[config.mk]
export PLATFORM = sky130hd
export DESIGN_NAME = target_packet_parser_flat
export DESIGN_NICKNAME = d
export VERILOG_FILES = /design/src/rtl/tpp_pkg.sv /design/src/rtl/tpp_if.sv /design/src/rtl/target_packet_parser.sv /design/src/rtl/tpp_front.sv /design/src/rtl/tpp_fifo.sv /design/src/rtl/tpp_back.sv /design/src/flat_wrapper.sv
export VERILOG_INCLUDE_DIRS = /design/src /design/src/rtl
export SDC_FILE = /design/constraint.sdc
export NUM_CORES = 1
export LEC_CHECK = 0
export BUFFER_PORTS_ARGS = -buffer_cell sky130_fd_sc_hd__buf_2
export CAP_MARGIN = 10
export CORE_AREA = 2 2 118 235
export DETAILED_ROUTE_END_ITERATION = 8
export DIE_AREA = 0 0 120 237
export PLACE_DENSITY = 0.76
export SLEW_MARGIN = 20
export SYNTH_ARGS = -nofsm -noshare
export SYNTH_HDL_FRONTEND = slang
export SYNTH_SLANG_ARGS = --single-unit
[constraint.sdc]
create_clock -name clk -period 5.1 [get_ports clk]
set_input_delay 0.255 -clock clk [delete_from_list [all_inputs] [get_ports clk]]
set_output_delay 0.255 -clock clk [all_outputs]
set_load 0.005 [all_outputs]
[src/rtl/assert_macros.svh]
// ---------------------------------------------------------------------------
// assert_macros.svh
// Concurrent assertion shorthands, sampled on clk and disabled in reset.
// ---------------------------------------------------------------------------
`ifndef ASSERT_MACROS_SVH
`define ASSERT_MACROS_SVH
`ifndef SYNTHESIS
`define TPP_ASSERT(lbl, prop, msg) \
  lbl: assert property (@(posedge clk) disable iff (!rst_n) (prop)) else $error(msg);
`define TPP_ASSERT_NEVER(lbl, expr, msg) \
  lbl: assert property (@(posedge clk) disable iff (!rst_n) !(expr)) else $error(msg);
`else
`define TPP_ASSERT(lbl, prop, msg)
`define TPP_ASSERT_NEVER(lbl, expr, msg)
`endif
`endif

[src/rtl/tpp_pkg.sv]
// ---------------------------------------------------------------------------
// tpp_pkg
// Shared types and constants of the target packet parser.
// ---------------------------------------------------------------------------
package tpp_pkg;

  localparam int MAX_PACKET_LEN_DEF = 16;
  localparam int DATA_W             = 16;
  localparam int FIFO_DEPTH         = 2;

  localparam logic [7:0] CH_START = 8'h40;
  localparam logic [7:0] CH_END   = 8'h23;
  localparam logic [7:0] CH_SEP   = 8'h2C;
  localparam logic [7:0] CH_ZERO  = 8'h30;
  localparam logic [7:0] CH_ONE   = 8'h31;
  localparam logic [7:0] CH_NINE  = 8'h39;

  localparam logic [1:0] CFG_CENTER_X = 2'd0;
  localparam logic [1:0] CFG_CENTER_Y = 2'd1;
  localparam logic [1:0] CFG_TIMEOUT  = 2'd2;

  localparam logic OP_BYTE = 1'b0;
  localparam logic OP_TICK = 1'b1;

  localparam logic CAUSE_PACKET  = 1'b0;
  localparam logic CAUSE_OFFLINE = 1'b1;

  typedef enum logic [2:0] {
    PH_FLAG  = 3'd0,
    PH_SEP   = 3'd1,
    PH_X0    = 3'd2,
    PH_X     = 3'd3,
    PH_Y0    = 3'd4,
    PH_Y     = 3'd5
  } phase_t;

  typedef struct packed {
    logic              cause;
    logic              flag;
    logic [DATA_W-1:0] x;
    logic [DATA_W-1:0] y;
  } evt_t;

endpackage

[src/rtl/tpp_if.sv]
// ---------------------------------------------------------------------------
// tpp_in_if / tpp_out_if
// Valid/ready channels for input words and result words.
// ---------------------------------------------------------------------------
interface tpp_in_if;
  logic       valid;
  logic       ready;
  logic       opcode;
  logic [7:0] rx_byte;
  modport source (output valid, opcode, rx_byte, input ready);
  modport sink   (input valid, opcode, rx_byte, output ready);
endinterface

interface tpp_out_if;
  logic               valid;
  logic               ready;
  logic               cause;
  logic               target_valid;
  logic [15:0]        target_x;
  logic [15:0]        target_y;
  logic signed [15:0] offset_x;
  logic signed [15:0] offset_y;
  modport source (output valid, cause, target_valid, target_x, target_y, offset_x, offset_y,
                  input ready);
  modport sink   (input valid, cause, target_valid, target_x, target_y, offset_x, offset_y,
                  output ready);
endinterface

[src/rtl/target_packet_parser.sv]
// ---------------------------------------------------------------------------
// target_packet_parser
// Parses '@v,x,y#' target packets and watches the link for silence.
// ---------------------------------------------------------------------------
// Input channel in_ch carries one word per handshake: opcode 0 with a
// received byte in rx_byte, or opcode 1 for a one millisecond tick.
// Output channel out_ch carries one result word for each well-formed
// packet (cause 0) or each link timeout (cause 1, all target fields zero).
// Configuration: cfg_we writes cfg_wdata into center_x, center_y or
// timeout_ticks, selected by cfg_index; write only while idle.
// Throughput: one input word per cycle while the event queue is not full; the
// parse state, accumulators and timeout counter all update in the cycle the word is accepted.
// Path: with the queue empty, the event is written into the event queue at
// the edge that accepts the causing word and then moves into the output
// register, which drives out_ch.valid.
// Stall: the queue absorbs two events while out_ch is held; in_ch.ready
// drops only when the queue is full.
// Reset: parser offline and idle, centre 200/120, timeout 150 ticks.
// ---------------------------------------------------------------------------
`include "assert_macros.svh"

module target_packet_parser
  import tpp_pkg::*;
#(
  parameter int MAX_PACKET_LEN = MAX_PACKET_LEN_DEF
) (
  input  logic              clk,
  input  logic              rst_n,
  tpp_in_if.sink            in_ch,
  tpp_out_if.source         out_ch,
  input  logic              cfg_we,
  input  logic [1:0]        cfg_index,
  input  logic [DATA_W-1:0] cfg_wdata
);

  logic [DATA_W-1:0] center_x_r, center_y_r, timeout_r;
  logic              evt_valid, evt_ready, evt_avail, evt_pop;
  evt_t              evt_in, evt_head;

  always_ff @(posedge clk) begin
    if (!rst_n) begin
      center_x_r <= DATA_W'(200);
      center_y_r <= DATA_W'(120);
      timeout_r  <= DATA_W'(150);
    end else if (cfg_we) begin
      case (cfg_index)
        CFG_CENTER_X: center_x_r <= cfg_wdata;
        CFG_CENTER_Y: center_y_r <= cfg_wdata;
        CFG_TIMEOUT:  timeout_r  <= cfg_wdata;
        default: ;
      endcase
    end
  end

  tpp_front #(.MAX_PACKET_LEN(MAX_PACKET_LEN)) u_front (
    .clk           (clk),
    .rst_n         (rst_n),
    .in_ch         (in_ch),
    .timeout_ticks (timeout_r),
    .evt_ready     (evt_ready),
    .evt_valid     (evt_valid),
    .evt           (evt_in)
  );

  tpp_fifo u_fifo (
    .clk       (clk),
    .rst_n     (rst_n),
    .push      (evt_valid),
    .push_evt  (evt_in),
    .not_full  (evt_ready),
    .pop       (evt_pop),
    .not_empty (evt_avail),
    .head      (evt_head)
  );

  tpp_back u_back (
    .clk       (clk),
    .rst_n     (rst_n),
    .evt_avail (evt_avail),
    .evt       (evt_head),
    .evt_pop   (evt_pop),
    .center_x  (center_x_r),
    .center_y  (center_y_r),
    .out_ch    (out_ch)
  );

  `TPP_ASSERT(a_offline_zero,
    out_ch.valid && out_ch.cause |-> out_ch.target_valid == 1'b0 &&
    out_ch.target_x == '0 && out_ch.offset_x == '0 && out_ch.offset_y == '0,
    "offline word carries target data")
  `TPP_ASSERT(a_offset_x,
    out_ch.valid && !out_ch.cause |->
    out_ch.offset_x == signed'(DATA_W'(out_ch.target_x - center_x_r)),
    "offset_x does not match centre")
  `TPP_ASSERT_NEVER(a_tick_no_packet,
    in_ch.valid && in_ch.ready && in_ch.opcode && evt_valid && !evt_in.cause,
    "tick produced a packet event")
  `TPP_ASSERT_NEVER(a_byte_no_offline,
    in_ch.valid && in_ch.ready && !in_ch.opcode && evt_valid && evt_in.cause,
    "byte produced an offline event")

endmodule

[src/rtl/tpp_front.sv]
// ---------------------------------------------------------------------------
// tpp_front
// Accepts bytes and ticks, checks packet grammar and link timeout, and
// raises at most one event per word.
// ---------------------------------------------------------------------------
module tpp_front
  import tpp_pkg::*;
#(
  parameter int MAX_PACKET_LEN = MAX_PACKET_LEN_DEF
) (
  input  logic              clk,
  input  logic              rst_n,
  tpp_in_if.sink            in_ch,
  input  logic [DATA_W-1:0] timeout_ticks,
  input  logic              evt_ready,
  output logic              evt_valid,
  output evt_t              evt
);

  localparam int CW = $clog2(MAX_PACKET_LEN);
  localparam logic [CW-1:0] CNT_LIMIT = CW'(MAX_PACKET_LEN - 1);
  localparam logic [DATA_W-1:0] EL_MAX = {DATA_W{1'b1}};

  logic              receiving_r, receiving_nxt;
  logic [CW-1:0]     char_count_r, char_count_nxt;
  phase_t            phase_r, phase_nxt;
  logic              grammar_ok_r, grammar_ok_nxt;
  logic              flag_r, flag_nxt;
  logic [DATA_W-1:0] acc_x_r, acc_x_nxt;
  logic [DATA_W-1:0] acc_y_r, acc_y_nxt;
  logic              online_r, online_nxt;
  logic [DATA_W-1:0] elapsed_r, elapsed_nxt;

  logic              accept;
  logic              is_byte;
  logic              is_digit;
  logic              overflow;
  logic [DATA_W-1:0] el_inc;
  logic [DATA_W-1:0] digit;
  logic [DATA_W-1:0] acc_x_dig;
  logic [DATA_W-1:0] acc_y_dig;

  assign in_ch.ready = evt_ready;
  assign accept      = in_ch.valid && in_ch.ready;
  assign is_byte     = (in_ch.opcode == OP_BYTE);
  assign is_digit    = (in_ch.rx_byte >= CH_ZERO) && (in_ch.rx_byte <= CH_NINE);
  assign overflow    = (char_count_r >= CNT_LIMIT);
  assign el_inc      = (elapsed_r == EL_MAX) ? elapsed_r : elapsed_r + 1'b1;
  assign digit       = DATA_W'(4'(in_ch.rx_byte - CH_ZERO));
  assign acc_x_dig   = (acc_x_r << 3) + (acc_x_r << 1) + digit;
  assign acc_y_dig   = (acc_y_r << 3) + (acc_y_r << 1) + digit;

  // next state
  always_comb begin
    receiving_nxt  = receiving_r;
    char_count_nxt = char_count_r;
    phase_nxt      = phase_r;
    grammar_ok_nxt = grammar_ok_r;
    flag_nxt       = flag_r;
    acc_x_nxt      = acc_x_r;
    acc_y_nxt      = acc_y_r;
    online_nxt     = online_r;
    elapsed_nxt    = elapsed_r;
    if (accept && is_byte) begin
      online_nxt  = 1'b1;
      elapsed_nxt = '0;
      if (in_ch.rx_byte == CH_START) begin
        receiving_nxt  = 1'b1;
        char_count_nxt = CW'(1);
        phase_nxt      = PH_FLAG;
        grammar_ok_nxt = 1'b1;
        flag_nxt       = 1'b0;
        acc_x_nxt      = '0;
        acc_y_nxt      = '0;
      end else if (receiving_r) begin
        if (overflow || in_ch.rx_byte == CH_END) begin
          receiving_nxt  = 1'b0;
          char_count_nxt = '0;
        end else begin
          char_count_nxt = char_count_r + 1'b1;
          if (grammar_ok_r) begin
            case (phase_r)
              PH_FLAG: begin
                if (in_ch.rx_byte == CH_ZERO || in_ch.rx_byte == CH_ONE) begin
                  flag_nxt  = in_ch.rx_byte[0];
                  phase_nxt = PH_SEP;
                end else begin
                  grammar_ok_nxt = 1'b0;
                end
              end
              PH_SEP: begin
                if (in_ch.rx_byte == CH_SEP) phase_nxt = PH_X0;
                else grammar_ok_nxt = 1'b0;
              end
              PH_X0, PH_X: begin
                if (is_digit) begin
                  acc_x_nxt = acc_x_dig;
                  phase_nxt = PH_X;
                end else if (phase_r == PH_X && in_ch.rx_byte == CH_SEP) begin
                  phase_nxt = PH_Y0;
                end else begin
                  grammar_ok_nxt = 1'b0;
                end
              end
              PH_Y0, PH_Y: begin
                if (is_digit) begin
                  acc_y_nxt = acc_y_dig;
                  phase_nxt = PH_Y;
                end else begin
                  grammar_ok_nxt = 1'b0;
                end
              end
              default: grammar_ok_nxt = 1'b0;
            endcase
          end
        end
      end
    end else if (accept) begin
      elapsed_nxt = el_inc;
      if (online_r && el_inc > timeout_ticks) begin
        online_nxt     = 1'b0;
        receiving_nxt  = 1'b0;
        char_count_nxt = '0;
      end
    end
  end

  // event outputs
  always_comb begin
    evt_valid = 1'b0;
    evt       = '0;
    if (accept && is_byte) begin
      if (in_ch.rx_byte == CH_END && receiving_r && !overflow &&
          grammar_ok_r && phase_r == PH_Y) begin
        evt_valid = 1'b1;
        evt.cause = CAUSE_PACKET;
        evt.flag  = flag_r;
        evt.x     = acc_x_r;
        evt.y     = acc_y_r;
      end
    end else if (accept) begin
      if (online_r && el_inc > timeout_ticks) begin
        evt_valid = 1'b1;
        evt.cause = CAUSE_OFFLINE;
      end
    end
  end

  always_ff @(posedge clk) begin
    if (!rst_n) begin
      receiving_r  <= 1'b0;
      char_count_r <= '0;
      phase_r      <= PH_FLAG;
      grammar_ok_r <= 1'b0;
      flag_r       <= 1'b0;
      acc_x_r      <= '0;
      acc_y_r      <= '0;
      online_r     <= 1'b0;
      elapsed_r    <= '0;
    end else begin
      receiving_r  <= receiving_nxt;
      char_count_r <= char_count_nxt;
      phase_r      <= phase_nxt;
      grammar_ok_r <= grammar_ok_nxt;
      flag_r       <= flag_nxt;
      acc_x_r      <= acc_x_nxt;
      acc_y_r      <= acc_y_nxt;
      online_r     <= online_nxt;
      elapsed_r    <= elapsed_nxt;
    end
  end

endmodule

[src/rtl/tpp_fifo.sv]
// ---------------------------------------------------------------------------
// tpp_fifo
// Short event queue between the front and back ends.
// ---------------------------------------------------------------------------
module tpp_fifo
  import tpp_pkg::*;
(
  input  logic clk,
  input  logic rst_n,
  input  logic push,
  input  evt_t push_evt,
  output logic not_full,
  input  logic pop,
  output logic not_empty,
  output evt_t head
);

  localparam int PW = $clog2(FIFO_DEPTH);
  localparam int CW = $clog2(FIFO_DEPTH + 1);

  evt_t          mem_r [FIFO_DEPTH];
  logic [PW-1:0] wr_ptr_r, rd_ptr_r;
  logic [CW-1:0] count_r;
  logic          do_push, do_pop;

  assign not_full  = (count_r != CW'(FIFO_DEPTH));
  assign not_empty = (count_r != '0);
  assign do_push   = push && not_full;
  assign do_pop    = pop && not_empty;
  assign head      = mem_r[rd_ptr_r];

  always_ff @(posedge clk) begin
    if (do_push) mem_r[wr_ptr_r] <= push_evt;
  end

  always_ff @(posedge clk) begin
    if (!rst_n) begin
      wr_ptr_r <= '0;
      rd_ptr_r <= '0;
      count_r  <= '0;
    end else begin
      if (do_push) wr_ptr_r <= (wr_ptr_r == PW'(FIFO_DEPTH - 1)) ? '0 : wr_ptr_r + 1'b1;
      if (do_pop)  rd_ptr_r <= (rd_ptr_r == PW'(FIFO_DEPTH - 1)) ? '0 : rd_ptr_r + 1'b1;
      if (do_push && !do_pop)      count_r <= count_r + 1'b1;
      else if (do_pop && !do_push) count_r <= count_r - 1'b1;
    end
  end

endmodule

[src/rtl/tpp_back.sv]
// ---------------------------------------------------------------------------
// tpp_back
// Takes queued events, forms offsets from the centre and holds the result
// word in the output register.
// ---------------------------------------------------------------------------
module tpp_back
  import tpp_pkg::*;
(
  input  logic              clk,
  input  logic              rst_n,
  input  logic              evt_avail,
  input  evt_t              evt,
  output logic              evt_pop,
  input  logic [DATA_W-1:0] center_x,
  input  logic [DATA_W-1:0] center_y,
  tpp_out_if.source         out_ch
);

  logic              out_v_r;
  logic              cause_r, flag_r;
  logic [DATA_W-1:0] x_r, y_r, ox_r, oy_r;
  logic [DATA_W-1:0] ox_nxt, oy_nxt;

  assign evt_pop = evt_avail && (!out_v_r || out_ch.ready);
  assign ox_nxt  = (evt.cause == CAUSE_OFFLINE) ? '0 : evt.x - center_x;
  assign oy_nxt  = (evt.cause == CAUSE_OFFLINE) ? '0 : evt.y - center_y;

  always_ff @(posedge clk) begin
    if (!rst_n) begin
      out_v_r <= 1'b0;
    end else if (evt_pop) begin
      out_v_r <= 1'b1;
    end else if (out_ch.ready) begin
      out_v_r <= 1'b0;
    end
  end

  always_ff @(posedge clk) begin
    if (evt_pop) begin
      cause_r <= evt.cause;
      flag_r  <= evt.flag;
      x_r     <= evt.x;
      y_r     <= evt.y;
      ox_r    <= ox_nxt;
      oy_r    <= oy_nxt;
    end
  end

  assign out_ch.valid        = out_v_r;
  assign out_ch.cause        = cause_r;
  assign out_ch.target_valid = flag_r;
  assign out_ch.target_x     = x_r;
  assign out_ch.target_y     = y_r;
  assign out_ch.offset_x     = signed'(ox_r);
  assign out_ch.offset_y     = signed'(oy_r);

endmodule

[src/flat_wrapper.sv]
// flat-port wrapper written by rule: the top's interface ports become plain ports
module target_packet_parser_flat import tpp_pkg::*;
#(
  parameter int MAX_PACKET_LEN = MAX_PACKET_LEN_DEF
)
  (clk, rst_n, cfg_we, cfg_index, cfg_wdata, in_ch_valid, in_ch_opcode, in_ch_rx_byte, in_ch_ready, out_ch_valid, out_ch_cause, out_ch_target_valid, out_ch_target_x, out_ch_target_y, out_ch_offset_x, out_ch_offset_y, out_ch_ready);
  tpp_in_if in_ch_i ();
  tpp_out_if out_ch_i ();
  input  logic clk;
  input  logic rst_n;
  input  logic cfg_we;
  input  logic [1:0] cfg_index;
  input  logic [DATA_W-1:0] cfg_wdata;
  input wire logic [$bits(in_ch_i.valid)-1:0] in_ch_valid;
  input wire logic [$bits(in_ch_i.opcode)-1:0] in_ch_opcode;
  input wire logic [$bits(in_ch_i.rx_byte)-1:0] in_ch_rx_byte;
  output wire logic [$bits(in_ch_i.ready)-1:0] in_ch_ready;
  output wire logic [$bits(out_ch_i.valid)-1:0] out_ch_valid;
  output wire logic [$bits(out_ch_i.cause)-1:0] out_ch_cause;
  output wire logic [$bits(out_ch_i.target_valid)-1:0] out_ch_target_valid;
  output wire logic [$bits(out_ch_i.target_x)-1:0] out_ch_target_x;
  output wire logic [$bits(out_ch_i.target_y)-1:0] out_ch_target_y;
  output wire logic [$bits(out_ch_i.offset_x)-1:0] out_ch_offset_x;
  output wire logic [$bits(out_ch_i.offset_y)-1:0] out_ch_offset_y;
  input wire logic [$bits(out_ch_i.ready)-1:0] out_ch_ready;
  assign in_ch_i.valid = in_ch_valid;
  assign in_ch_i.opcode = in_ch_opcode;
  assign in_ch_i.rx_byte = in_ch_rx_byte;
  assign in_ch_ready = in_ch_i.ready;
  assign out_ch_valid = out_ch_i.valid;
  assign out_ch_cause = out_ch_i.cause;
  assign out_ch_target_valid = out_ch_i.target_valid;
  assign out_ch_target_x = out_ch_i.target_x;
  assign out_ch_target_y = out_ch_i.target_y;
  assign out_ch_offset_x = out_ch_i.offset_x;
  assign out_ch_offset_y = out_ch_i.offset_y;
  assign out_ch_i.ready = out_ch_ready;
  target_packet_parser #(.MAX_PACKET_LEN(MAX_PACKET_LEN)) u_core (.clk(clk), .rst_n(rst_n), .in_ch(in_ch_i), .out_ch(out_ch_i), .cfg_we(cfg_we), .cfg_index(cfg_index), .cfg_wdata(cfg_wdata));
endmodule
Word level (Yosys, flattened, before mapping)

Memories as Yosys holds them, arrays and structs flattened. A register that Yosys moved wholly into a read port is not among the register bits.
Cells that the tools add are included.

Register bits after elaboration: 178
Output and inout bits: 68
Memories: 1
RAM bits: 68
Bits of input ports: 32

Multiplexer cells: 69
Order comparisons: 4
Bitwise operators: 2
Add/sub/neg operators: 13
Reductions and logical operators: 49
Equality and inequality tests: 20

Memory list:

| memory              | depth | width | rd ports | clocked after memory_dff | wr ports | RTL line       | RTL |
|---|---|---|---|---|---|---|---|
| u_core.u_fifo.mem_r | 2     | 34    | 1        | 1                        | 1        | tpp_fifo.sv:21 | `evt_t mem_r [FIFO_DEPTH];` |

Operators with widths:

| kind                                                              | number |
|---|---|
| 2-to-1 mux 16 bit                                                 | 13 |
| 2-to-1 mux 33 bit                                                 | 2 |
| 2-to-1 mux 1 bit                                                  | 35 |
| adder 16 bit                                                      | 2 |
| adder 16 x 4 -> 16 bit                                            | 2 |
| equality test 8 x 6 -> 1 bit, second input constant               | 4 |
| subtractor 16 bit                                                 | 2 |
| 2-to-1 mux 3 bit                                                  | 9 |
| 2-to-1 mux 4 bit                                                  | 6 |
| nonzero test 2 bit                                                | 12 |
| AND reduction 6 bit                                               | 3 |
| adder 16 x 1 -> 16 bit, second input constant                     | 1 |
| equality test 16 bit, second input constant                       | 1 |
| greater-than comparator 16 bit                                    | 1 |
| logical AND 1 bit                                                 | 14 |
| one-hot mux 3 bit (4 select lines)                                | 1 |
| inequality test 3 bit, second input constant                      | 3 |
| AND reduction 9 bit                                               | 1 |
| equality test 8 x 7 -> 1 bit, second input constant               | 1 |
| greater-or-equal comparator 8 x 6 -> 1 bit, second input constant | 1 |
| less-or-equal comparator 8 x 6 -> 1 bit, second input constant    | 1 |
| AND reduction 2 bit                                               | 4 |
| equality test 3 x 2 -> 1 bit, second input constant               | 2 |
| equality test 3 bit, second input constant                        | 2 |
| 22 further kinds                                                  | 34 |

Logic depth before layout (Yosys ltp)

Depth in word-level cells: 12
Mapped depth: 19
Depth with buffers taken out: 18

Hierarchy

From an unflattened synthesis, not the netlist that was laid out.

Cells, all modules: 1312
Area total of the unflattened synthesis: 13530.5 um2

Modules (own cells, without submodules):

| module               | seq. area each (um2) | times used | cells an instance | area each (um2) |
|---|---|---|---|---|
| tpp_front            | 1181.1               | 1          | 651               | 5103.6 |
| tpp_back             | 2001.9               | 1          | 345               | 3854.9 |
| tpp_fifo             | 2142.1               | 1          | 130               | 2687.6 |
| target_packet_parser | 960.9                | 1          | 186               | 1884.3 |

Least setup slack after synthesis

Ideal clock, no wire load.

Path kind: register -> register
From: register u_core.u_front.elapsed_r[4]
To: memory u_core.u_fifo.mem_r[1][0] (netlist bit) (enable)
Data required time: 4.669 ns
Data arrival time: 4.971 ns
Library setup time: 0.431 ns
Period minus slack after synthesis: 5.402 ns
Cell stages (with the launch flop): 15
Path slack: -0.302 ns
Cells stage by stage: dfxtp_1 -> clkbuf_1 -> nand4_1 -> or3_1 -> nor3_2 -> nor2_1 -> nand3_1 -> xnor2_1 -> ha_1 -> nand3_1 -> or4_1 -> a21o_1 -> a31oi_2 -> nor2_1 -> nor2b_1

Cells in the longest elaborated chain, start to end: 10

Ends and longest elaborated chain:

| what                                                                  | RTL line         | RTL |
|---|---|---|
| start, declared                                                       | tpp_front.sv:32  | `logic [DATA_W-1:0] elapsed_r, elapsed_nxt;` |
| start signal, assigned                                                | tpp_front.sv:169 | `elapsed_r <= elapsed_nxt;` |
| adder 16 x 1 -> 16 bit / equality test 16 bit (equally long branches) | tpp_front.sv:48  | `assign el_inc = (elapsed_r == EL_MAX) ? elapsed_r : elapsed_r + 1'b1;` |
| 2-to-1 mux 16 bit (*)                                                 | tpp_front.sv:48  |  |
| named net u_core.u_front.el_inc[11]                                   | tpp_front.sv:38  | `logic [DATA_W-1:0] el_inc;` |
| greater-than comparator 16 bit (*)                                    | tpp_front.sv:142 | `if (online_r && el_inc > timeout_ticks) begin` |
| logical AND 1 bit (*)                                                 | tpp_front.sv:142 |  |
| 2-to-1 mux 1 bit (*)                                                  | tpp_front.sv:142 |  |
| 2-to-1 mux 1 bit (*)                                                  | tpp_front.sv:141 | `end else if (accept) begin` |
| 2-to-1 mux 1 bit (*)                                                  | tpp_front.sv:132 | `if (accept && is_byte) begin` |
| logical AND 1 bit (*)                                                 | tpp_fifo.sv:28   | `assign do_push = push && not_full;` |
| 2-to-1 mux 1 bit (*)                                                  | tpp_fifo.sv:33   | `if (do_push) mem_r[wr_ptr_r] <= push_evt;` |
| 2-to-1 mux 1 bit (implied by the code) (*)                            | tpp_fifo.sv:33   |  |
| end, declared                                                         | tpp_fifo.sv:21   |  |

The timed path passes the listed nets; every way through them passes the cells marked *.

Worst setup path after layout

From: register u_core.u_front.elapsed_r[0]
To: register u_core.u_fifo.count_r[1]

Cells in the longest elaborated chain, start to end: 11

Ends and longest elaborated chain:

| what                                                                  | RTL line         | RTL |
|---|---|---|
| adder 16 x 1 -> 16 bit / equality test 16 bit (equally long branches) | tpp_front.sv:48  |  |
| 2-to-1 mux 16 bit (*)                                                 | tpp_front.sv:48  |  |
| named net u_core.u_front.el_inc[11]                                   | tpp_front.sv:38  |  |
| greater-than comparator 16 bit (*)                                    | tpp_front.sv:142 |  |
| logical AND 1 bit (*)                                                 | tpp_front.sv:142 |  |
| 2-to-1 mux 1 bit (*)                                                  | tpp_front.sv:142 |  |
| 2-to-1 mux 1 bit (*)                                                  | tpp_front.sv:141 |  |
| 2-to-1 mux 1 bit (*)                                                  | tpp_front.sv:132 |  |
| logical AND 1 bit (*)                                                 | tpp_fifo.sv:28   |  |
| named net u_core.u_fifo.do_push                                       | tpp_fifo.sv:24   | `logic do_push, do_pop;` |
| logical NOT 1 bit                                                     | tpp_fifo.sv:45   | `else if (do_pop && !do_push) count_r <= count_r - 1'b1;` |
| logical AND 1 bit                                                     | tpp_fifo.sv:45   |  |
| nonzero test 2 bit (no line)                                          | n/a              |  |
| end signal, assigned                                                  | tpp_fifo.sv:44   | `if (do_push && !do_pop) count_r <= count_r + 1'b1;` |
| end signal, assigned                                                  | tpp_fifo.sv:45   |  |
| end, declared                                                         | tpp_fifo.sv:23   | `logic [CW-1:0] count_r;` |

Marks and branches as above.
A chain may end at the register's enable or synchronous reset.

==> metrics.md <==
| Metric | Value |
|---|---|
| Antenna Nets Post-Route | 0 |
| Critical Path RT | 5.54 ns |
| Clock insertion delay at the later pin of the skew report | 0.51 ns |
| Critical setup path kind | reg -> reg |
| Initial antenna violation count | 0 |
| Die footprint | 28,400 µm² |
| Chip width | 120 µm |
| Core ar. | 26,700 µm² |
| R2R setup slack | 0.45 ns |
| Layout cells sized above 1 | 14.0% |
| Max_cap viols | 0 |
| PD cells | 349 nW/µm² |
| Nets | 1,526 |
| Min-delay worst type | in -> reg |
| Clock-pin slew on the worst setup and hold paths | 0.07 ns |
| Unrepaired setup endpoints after global routing | false |
| Slew HR | 35.1% |
| Syn Inst Count | 1,294 |
| Total global routing overflow | 0 |
| Critical Path AT | 5.09 ns |
| Synth Register Bits | 247 |
| F_max | 215 MHz |
| Drt pass-1 iters | 5 |
| Tmin final | 4.65 ns |
| Vias | 9,772 |
| Pleak | 0.00622 µW |
| Worst Tran Pin Value | 0.969 ns |
| Vias in the first global route | 9,596 |
| First-pass GRT wire length | 46.6 mm |
| Detailed placement HPWL | 21.8 mm |
| Clock buffer depth | 3 |
| Ys async rst share | 0% |
| Fill count | 2,282 |
| CTS Root Cell | clkbuf_16 |
| Final period util | 91.2% |
| Clock sink count | 247 |
| Area occupied by multi-input gates | 6440 µm² |
| Fin. max-slew vios | 0 |
| Setup crit start kind | flop |
| Skew final | 0.00732 ns |
| Setup repair bufs after CTS | 0 |
| # IOs | 100 |
| Hold Startpoint | cfg_wdata[3] |
| Pin count of the biggest net entering global routing | 68 |
| Hold Crit Endpoint | u_core.center_y_r[3] |
| Routed len/inst | 16.6 µm |
| CTS Hold Bufs | 0 |
| Diodes inserted | 0 |
| DRC errors left | 0 |
| Post-synth top flop | edfxtp_1 |
| Detailed Route WL | 29.0 mm |
| Area growth from synthesis to layout | 12.5% |
| R2r endpoint | u_core.u_fifo.count_r[1] |
| Synthesized Nets | 1,433 |
| Post-layout util | 55.4% |
| Post-CTS Resized | 0 |
| Worst Reg-to-Reg Cells | 18 |
| GP Congestion | 0.995 |
| Die H | 237 µm |
| CTS tree | done |
| Setup violations, final | 0 |
| Worst-path fanout max | 8 |
| FF-to-FF Start | u_core.u_front.elapsed_r[0] |
| Top cell type's share of synthesized area | 30.6% |
| Port buffer count | 99 |
| Synth area leader | edfxtp_1 |
| Seq/Total Area, Yosys | 47.8% |
| Initial DRC Count | 601 |
| Crit end category | flop |
| Htree depth | 1 |
| Gr usage total | 20.4% |
| CTS buffer count | 22 |
| Outcome | complete, no violations |
| Worst vdd ir | 258 µV |
| Initial Util | 49.2% |
| Avg Inst Size Synth | 10.2 µm² |
| Row cnt | 85 |
| Total negative setup slack | 0 ns |
| Post-synth EDFFs | 134 |
| YS warnings | 0 |
| Synth area leaders | edfxtp_1 31%, dfxtp_1 17%, ha_1 9.6%, nand2_1 4.6%, a21boi_0 3.1% |
| Synth Cell Area | 13,100 µm² |
| Seq. cell area | 6290 µm² |
| Worst hold path depth | 3 |
| Hold Vio Cnt, Final | 0 |
| Synth cell types | 69 |
| DR vias/cell | 5.58 |
==> flip-flops by register name (all words and copies together), names as in the netlist, 2 cells and up, named ones only <==
name                           cells
u_core.u_front.acc_y_r            16
u_core.center_y_r                 16
u_core.u_back.out_ch.target_x     16
u_core.u_back.out_ch.offset_y     16
u_core.u_front.char_count_r        4
u_core.u_back.out_ch.offset_x     16
u_core.u_fifo.count_r              2
u_core.u_fifo.mem_r               68
u_core.timeout_r                  16
u_core.u_front.acc_x_r            16
u_core.u_front.phase_r             3
u_core.u_back.out_ch.target_y     16
u_core.center_x_r                 16
u_core.u_front.elapsed_r          16
==> area by class of cell <==
type	count	area share, %
Tap cell	348	2.94
Inverter	70	1.78
Timing Repair Buffer	113	4.06
Sequential cell	247	42.5
Clock buffer	28	4.09
Multi-Input combinational cell	933	43.6
Clock inverter	12	1.06
==> cell usage after synthesis, types with 11 or more instances <==
library cell and n:
a22oi_1 13, a21o_1 19, nor3_1 28, dfxtp_1 113, a21oi_1 38, nand2b_1 15, clkbuf_1 39, nand3_1 39
mux2i_1 13, ha_1 101, xnor2_1 36, o211ai_1 19, and2_1 43, inv_1 70, xor2_1 23, mux2_2 28
o21ai_0 41, nor2b_1 33, a31oi_1 11, nand2_1 160, nor2_1 84, edfxtp_1 134, a21boi_0 54
==> through the flow <==
| stage | area, µm² | hold slack, ns | cells | power, µW | worst slack (ns) |
|---|---|---|---|---|---|
| CTS | 14800 | 0.00173 | 1751 | 5210 | 0.469 |
| global route | 14800 | 0.0178 | 1751 | 5390 | 0.108 |
| finish | 14800 | 0.0301 | 1751 | 5160 | 0.449 |
| detailed placement | 14000 | 0.459 | 1711 | 3490 | 0.479 |
| floorplan | 13100 | 0.393 | 1294 | 3110 | 0.334 |
| global placement | 14000 | 0.453 | 1711 | 3470 | 0.731 |
==> metal layers <==
layer | wire length [µm] | track usage [%] | vias to the layer above
met5 | 0 | 0 | -
met4 | 1320 | 9.98 | 0
met3 | 1320 | 1.88 | 78
met2 | 14500 | 35.7 | 306
met1 | 11900 | 24.8 | 4574
li1 | - | - | 4814
==> placed cells by master, fill, tap and decap left out, types with 4 or more instances in the layout <==
cell type  instances
or4_1              5
a211oi_1           4
and2_1            43
xor2_1            23
buf_4             14
a21boi_0          54
or3_1             10
edfxtp_1         134
xnor2_1           36
fa_1               6
nand4_1           10
clkbuf_16         23
nor3b_1            4
nor2b_1           32
ha_1             101
buf_2             99
o21a_1            10
mux2_2            28
a21oi_1           38
nand3b_1           8
clkbuf_1           4
a21o_1            19
inv_1             70
dfxtp_1          113
or2_2              6
and3_1             8
nand2_1          160
o31ai_1            5
a31oi_1           11
o21ai_0           41
a22oi_1           13
nand2b_1          15
o211ai_1          19
mux2i_1           13
nor4_1             6
nand3_1           39
nor2_1            82
o21bai_1           5
nor3_1            27
==> report_power, final <==
group	internal [µW]	total (µW)	switching (µW)	leakage, µW
sequential	2470	2540	76.1	0.00233
combinational	345	888	542	0.00351
clock	1000	1730	724	0.000369
total	3810	5160	1340	0.00622
==> how the worst max path moves through the flow <==
stage / slack, ns / endpoint / start
2_1_floorplan: 0.33 / u_core.u_fifo.mem_r[1][0] / u_core.u_front.elapsed_r[4]
3_3_place_gp: 0.73 / u_core.u_fifo.count_r[1] / u_core.u_front.elapsed_r[0]
3_5_place_dp: 0.48 / u_core.u_fifo.count_r[1] / u_core.u_front.elapsed_r[0]
4_1_cts: 0.47 / u_core.u_fifo.count_r[1] / u_core.u_front.elapsed_r[0]
5_1_grt: 0.11 / u_core.u_fifo.count_r[1] / u_core.u_front.elapsed_r[0]
6_report: 0.45 / u_core.u_fifo.count_r[1] / u_core.u_front.elapsed_r[0]
==> worst max-delay path: stages, from the launching register on <==
cell	delay, ns
dfxtp_1	0.43
ha_1	0.24
nand3_1	0.27
or3_1	0.47
nor3_2	0.12
buf_4	0.17
nor2_1	0.09
nand3_1	0.13
xnor2_1	0.09
ha_1	0.31
nand3_1	0.11
or4_1	0.58
o2111ai_1	0.27
a31oi_2	0.07
nor2_1	0.26
inv_1	0.08
ha_1	0.34
or3_1	0.37
a21boi_0	0.17
==> kinds of logic after synthesis <==
| group | synth area share [%] |
|---|---|
| XOR/XNOR | 3.93 |
| flip-flops | 47.8 |
| AND/OR/NAND/NOR | 18.2 |
| adder cells (fa/ha/maj) | 10.5 |
| buffers and inverters | 3.31 |
| multiplexers | 3.39 |
| AO/OA/AOI/OAI | 12.8 |
(Power assumes the default switching activity.)
